**config.mk**
```make
export PLATFORM = sky130hd
export DESIGN_NAME = zbd_plane_eval
export DESIGN_NICKNAME = d
export VERILOG_FILES = /design/src/rtl/core/z_buffer_depth_test_core_defines.svh /design/src/rtl/core/zbd_pkg.sv /design/src/rtl/core/zbd_plane_eval.sv
export SDC_FILE = /design/constraint.sdc
export NUM_CORES = 2
export LEC_CHECK = 0
export ABC_AREA = 1
export BUFFER_PORTS_ARGS = -buffer_cell sky130_fd_sc_hd__buf_2
export CORE_UTILIZATION = 65
export DETAILED_ROUTE_END_ITERATION = 10
export PLACE_DENSITY = 0.83
export SLEW_MARGIN = 20
export SYNTH_ARGS = -nofsm -noshare
export SYNTH_HDL_FRONTEND = slang
export SYNTH_SLANG_ARGS = --single-unit
```
**constraint.sdc**
```tcl
create_clock -name i_clk -period 6.15 [get_ports i_clk]
set_input_delay 1.23 -clock i_clk [delete_from_list [all_inputs] [get_ports i_clk]]
set_output_delay 1.23 -clock i_clk [all_outputs]
set_load 0.02 [all_outputs]
```
**src/rtl/core/z_buffer_depth_test_core_defines.svh**
```systemverilog
// Assertion macros shared by the depth test core RTL.
// Depends on nothing; the including module must have i_clk and i_rst_n.
`ifndef Z_BUFFER_DEPTH_TEST_CORE_DEFINES_SVH
`define Z_BUFFER_DEPTH_TEST_CORE_DEFINES_SVH

// same-cycle implication, checked outside reset
`define ZBD_ASSERT_SAME(lbl, ante, cons, msg) \
    lbl: assert property (@(posedge i_clk) disable iff (!i_rst_n) \
        (ante) |-> (cons)) else $error(msg);

// next-cycle implication, checked outside reset
`define ZBD_ASSERT_NEXT(lbl, ante, cons, msg) \
    lbl: assert property (@(posedge i_clk) disable iff (!i_rst_n) \
        (ante) |=> (cons)) else $error(msg);

`endif

```
**src/rtl/core/zbd_pkg.sv**
```systemverilog
// Shared types and constants of the depth test core.
// Depends on nothing; imported by every module in rtl/core.
package zbd_pkg;

    localparam int COEF_W  = 32;
    localparam int DEPTH_W = 16;
    localparam int SURF_W  = 4;
    localparam int POS_W   = 6;
    localparam int FAR_RESET = 1000;
    localparam int ONE_Q16   = 65536;

    typedef enum logic [1:0] {
        OP_FRAG  = 2'd0,
        OP_READ  = 2'd1,
        OP_CLEAR = 2'd2
    } t_op;

    typedef enum logic [1:0] {
        STAT_WRITTEN = 2'd0,
        STAT_HIDDEN  = 2'd1,
        STAT_FAULT   = 2'd2
    } t_status;

    typedef enum logic [2:0] {
        CS_CLEAR,
        CS_IDLE,
        CS_LOOK,
        CS_EVAL,
        CS_DONE
    } t_core_state;

    typedef enum logic [2:0] {
        ES_IDLE,
        ES_SUM,
        ES_ABS,
        ES_CHK,
        ES_DIV,
        ES_FIN
    } t_eval_state;

    typedef struct packed {
        logic [SURF_W-1:0]         surf;
        logic signed [DEPTH_W-1:0] depth;
    } t_pix;

    typedef struct packed {
        logic                     start;
        logic signed [COEF_W-1:0] coef_a;
        logic signed [COEF_W-1:0] coef_b;
        logic signed [COEF_W-1:0] coef_c;
        logic [POS_W-1:0]         px;
        logic [POS_W-1:0]         py;
    } t_eval_req;

    typedef struct packed {
        logic                      done;
        logic signed [DEPTH_W-1:0] z;
    } t_eval_rsp;

endpackage

```
**src/rtl/core/zbd_plane_eval.sv**
```systemverilog
// Plane depth unit: z = (1 - a*x - b*y) / c, truncated and saturated to 16 bits.
// Depends on zbd_pkg; products, sum and a serial restoring divider.
module zbd_plane_eval (
    input  logic                 i_clk,
    input  logic                 i_rst_n,
    input  zbd_pkg::t_eval_req   i_req,
    output zbd_pkg::t_eval_rsp   o_rsp
);
    import zbd_pkg::*;

    localparam int PROD_W = COEF_W + POS_W + 1;
    localparam int NUM_W  = PROD_W + 2;
    localparam int QUO_W  = DEPTH_W + 1;
    localparam int HI_W   = NUM_W - QUO_W;
    localparam int CNT_W  = $clog2(QUO_W);
    localparam logic signed [DEPTH_W-1:0] Z_MAX = {1'b0, {(DEPTH_W-1){1'b1}}};
    localparam logic signed [DEPTH_W-1:0] Z_MIN = {1'b1, {(DEPTH_W-1){1'b0}}};
    localparam logic [QUO_W-1:0] Q_POS_LIM = QUO_W'(2 ** (DEPTH_W - 1) - 1);
    localparam logic [QUO_W-1:0] Q_NEG_LIM = QUO_W'(2 ** (DEPTH_W - 1));

    t_eval_state r_state, n_state;

    logic signed [PROD_W-1:0] r_pa, r_pb;
    logic signed [COEF_W-1:0] r_c;
    logic signed [NUM_W-1:0]  r_num;
    logic [NUM_W-1:0]         r_nmag;
    logic [COEF_W-1:0]        r_cmag;
    logic                     r_neg;
    logic                     r_ovf;
    logic [COEF_W-1:0]        r_rem;
    logic [QUO_W-1:0]         r_low;
    logic [QUO_W-1:0]         r_quo;
    logic [CNT_W-1:0]         r_cnt;

    logic signed [NUM_W-1:0]  w_num;
    logic [COEF_W:0]          w_trial;
    logic                     w_qbit;
    logic [QUO_W-1:0]         w_quo_neg;
    logic signed [DEPTH_W-1:0] w_z;

    assign w_num = NUM_W'(ONE_Q16)
                 - {{(NUM_W-PROD_W){r_pa[PROD_W-1]}}, r_pa}
                 - {{(NUM_W-PROD_W){r_pb[PROD_W-1]}}, r_pb};

    assign w_trial = {r_rem, r_low[QUO_W-1]};
    assign w_qbit  = (w_trial >= {1'b0, r_cmag});

    always_comb begin
        n_state = r_state;
        case (r_state)
            ES_IDLE: begin
                if (i_req.start) begin
                    n_state = ES_SUM;
                end
            end
            ES_SUM: n_state = ES_ABS;
            ES_ABS: n_state = ES_CHK;
            ES_CHK: begin
                // quotient too large for 17 bits: skip the divide, saturate
                n_state = ({{(COEF_W-HI_W){1'b0}}, r_nmag[NUM_W-1:QUO_W]} >= r_cmag)
                        ? ES_FIN : ES_DIV;
            end
            ES_DIV: begin
                if (r_cnt == '0) begin
                    n_state = ES_FIN;
                end
            end
            ES_FIN:  n_state = ES_IDLE;
            default: n_state = ES_IDLE;
        endcase
    end

    always_ff @(posedge i_clk) begin
        if (!i_rst_n) begin
            r_state <= ES_IDLE;
        end else begin
            r_state <= n_state;
        end
    end

    always_ff @(posedge i_clk) begin
        case (r_state)
            ES_IDLE: begin
                r_pa <= PROD_W'(i_req.coef_a) * PROD_W'($signed({1'b0, i_req.px}));
                r_pb <= PROD_W'(i_req.coef_b) * PROD_W'($signed({1'b0, i_req.py}));
                r_c  <= i_req.coef_c;
            end
            ES_SUM: begin
                r_num <= w_num;
            end
            ES_ABS: begin
                r_nmag <= r_num[NUM_W-1] ? NUM_W'(-r_num) : NUM_W'(r_num);
                r_cmag <= r_c[COEF_W-1] ? COEF_W'(-r_c) : COEF_W'(r_c);
                r_neg  <= r_num[NUM_W-1] ^ r_c[COEF_W-1];
            end
            ES_CHK: begin
                r_ovf <= ({{(COEF_W-HI_W){1'b0}}, r_nmag[NUM_W-1:QUO_W]} >= r_cmag);
                r_rem <= {{(COEF_W-HI_W){1'b0}}, r_nmag[NUM_W-1:QUO_W]};
                r_low <= r_nmag[QUO_W-1:0];
                r_quo <= '0;
                r_cnt <= CNT_W'(QUO_W - 1);
            end
            ES_DIV: begin
                r_rem <= w_qbit ? COEF_W'(w_trial - {1'b0, r_cmag}) : w_trial[COEF_W-1:0];
                r_low <= {r_low[QUO_W-2:0], 1'b0};
                r_quo <= {r_quo[QUO_W-2:0], w_qbit};
                r_cnt <= r_cnt - 1'b1;
            end
            default: begin
            end
        endcase
    end

    // saturate the signed quotient to the depth range
    assign w_quo_neg = ~r_quo + 1'b1;

    always_comb begin
        if (r_ovf) begin
            w_z = r_neg ? Z_MIN : Z_MAX;
        end else if (r_neg) begin
            w_z = (r_quo > Q_NEG_LIM) ? Z_MIN : w_quo_neg[DEPTH_W-1:0];
        end else begin
            w_z = (r_quo > Q_POS_LIM) ? Z_MAX : r_quo[DEPTH_W-1:0];
        end
    end

    assign o_rsp.done = (r_state == ES_FIN);
    assign o_rsp.z    = w_z;

endmodule

```
==> flow_summary.ini <==
[grt]
grt_max_degree = 75
grt_overflow = 0
antenna_found_initial = 0
grt_pass1_wl_mm = 142.5
track_usage_pct = 33.65
first_global_vias = 28557

[synthesis]
synth.ff_latch_count = 300
syn_area_um2 = 33550
syn-num-nets = 5073
synth_common_cells = nand2_1 (1105), inv_1 (1039), nor2_1 (374), edfxtp_1 (297), ha_1 (295)
synth_async_sr_flop_share_pct = 0
yosysTopAreaCellShare_pct = 26.58
synth_seq_area_share_pct = 26.76
ys.flop_type = edfxtp_1
synthCells = 4403
synth_area_per_cell_um2 = 7.620
synth_cell_types = 48
netlist_top_cells_area = edfxtp_1 (27%), fa_1 (16%), nand2_1 (12%)
synth-edff-count = 297
ys_warn_count = 0
yosysMostFrequentCell = nand2_1
yosys.area.top_type = edfxtp_1

[worst_setup_path]
max_stage_delay_ns = 0.55
end_kind = flip-flop
worstPathMaxFanout = 32
worstPathRequired_ns = 6.49
crit_path_start_kind = input port
critPathSlowestCell = fa_1
critical_path.cell_chain = buf_2 > nand2_1 > inv_1 > fa_1 > fa_1 > fa_1 > inv_1 > fa_1 > inv_1 > ha_1 > nand2_1 > nor2_1 > inv_1 > nor3_1 > buf_4 > nand2_1 > nand3_1 > xor2_1
arrival_ns = 5.93
criticalPathCategory = in -> reg

[die]
die_w_um = 229.2
core_um2 = 50580
dieHeight_um = 229.2
start_util_pct = 66.33
rows = 82
boundaryPins = 128
die_area_um2 = 52530

[drt]
drc = 0
viasPerCell = 5.436
drt-pass1-iter-count = 5
drt_iter0_drc = 2072
wl_per_cell_um = 16.54
drt_wl_total_mm = 86.37
antenna_left = 0
vias = 28387

[placed_design]
io_buffers = 127
hpwl_mm = 71.03
placed_cells = 5158
routabilityCongestion = 1.028

[status]
status = completed

[clock_tree]
cts.clk_slew.worst_paths_ns = 0.06
cts_sinks = 300
clock_path_buffers = 3
cts_hold_buf = 0
cts-htree-levels = 2
cts_tree = done
root_buffer = clkbuf_16
cts.repair.resized = 0
cts_setup_buffers = 0
clock_latency_ns = 0.53
cts_buffers = 35

[power_and_ir_drop]
leakage_uw = 0.01978
p_per_area_nw_per_um2 = 449.7
p_total_uw = 16230
peakVddDrop_v = 0.0002369

[cells_and_area]
n_fill_cell = 4239
layout-drive-gt1-share_pct = 5.077
area_delta_synth_final_pct = 7.570
nets = 5194
instances_no_fill = 5222
diodes = 0

[timing]
hold_violations = 0
rsz0062_at_grt = no
relSlewSlack_pct = 28.24
clock.fmax_ghz = 0.1790
fin_crit_sh_pct = 90.85
tightest_slew_ns = 1.076
finalCriticalPeriod_ns = 5.587
tns_ns = 0
final-setup-viol-count = 0
fin_skew_ns = 0.01855
drv_slew = 0

[worst_hold_path]
hp-class = reg -> reg

[run]
drv_cap = 0
## final cells by class
type	count	area, µm²	area share (%)
clock buffers	41	919.6	2.548
clock inverters	22	205.2	0.5686
inverters	1044	3919	10.86
multi-input cells	2993	20400	56.52
flip-flops and latches	300	8979	24.88
well taps	672	840.8	2.330
repair buffers	150	828.3	2.295
## per-stage QoR
| step | hold WS, ns | setup WS (ns) | utilization [%] | cell area, µm² |
|---|---|---|---|---|
| global placement | 0.4372 | 0.1137 | 69.07 | 34940 |
| finish | 0.4488 | 0.5626 | 71.35 | 36090 |
| global route | 0.4682 | 0.3477 | 71.35 | 36090 |
| floorplan | 0.4264 | 0.4737 | - | 33550 |
| detailed placement | 0.4362 | 0.08040 | 69.07 | 34940 |
| CTS | 0.4496 | 0.6253 | 71.30 | 36060 |
## worst max-delay path, delay by kind of cell
kind / cells / cell delay, ns
AND/OR/NAND/NOR: 6 / 1.06
XOR/XNOR: 1 / 0.27
buffers and inverters: 6 / 0.98
adder cells (fa/ha/maj): 5 / 2.36
## registers in the layout, summed over array words and instances, names as in the netlist
name	flops
r_c	32
r_cmag	32
r_cnt	5
r_low	17
r_neg	1
r_nmag	41
r_num	41
r_ovf	1
r_pa	39
r_pb	39
r_quo	17
r_rem	32
r_state	3
## per-layer routing
layer	vias up	global-route usage (%)	part of all wire, %
met2	902	59.68	49
met5	-	0	0
met1	13367	42.18	41
met3	194	2.502	4.6
met4	0	14.67	4.6
li1	13924	-	-
## report_power, final
part           switching [µW]  internal, µW
Clock                     848          1200
Sequential                362          3430
Combinational            6860          3520
Total                    8070          8160
## cell families after synthesis
| family | share of synthesized area (%) |
|---|---|
| flip-flops | 26.76 |
| AND/OR/NAND/NOR | 21.83 |
| buffers and inverters | 12.53 |
| XOR/XNOR | 4.621 |
| adder cells (fa/ha/maj) | 26.75 |
| AO/OA/AOI/OAI | 7.496 |
## final timing paths
| path | slack, ns | to | cells past startpoint | startpoint |
|---|---|---|---|---|
| max | 0.56 | r_pb[21] | 18 | i_req[3] |
| min | 0.45 | r_nmag[0] | 0 | r_num[0] |
| max reg2reg | 2.92 | r_num[36] | 10 | r_pb[35] |
| min reg2reg | 0.45 | r_nmag[0] | 0 | r_num[0] |
## placed cells by master, fill, tap and decap left out, types with 4 or more instances in the layout
cell / instances
a21boi_0: 7
xnor2_1: 63
buf_2: 127
and3_1: 5
nand2_2: 5
clkinv_1: 9
nor3_1: 53
clkbuf_16: 36
nor2_1: 370
ha_1: 295
nand3_1: 191
or2_2: 4
o21ai_0: 144
nand3b_1: 6
nor2_4: 4
a31oi_1: 20
o21bai_1: 18
a21oi_1: 186
xor2_1: 114
a211oi_1: 9
o21a_1: 10
clkinv_2: 6
inv_1: 1039
nor2_2: 4
o211ai_1: 10
a21o_1: 22
fa_1: 264
nand4_1: 34
edfxtp_1: 297
buf_4: 22
clkbuf_1: 5
o21ai_1: 11
nor4_1: 18
nand2_1: 1104
No activity file was read; power rests on OpenSTA's default activity.
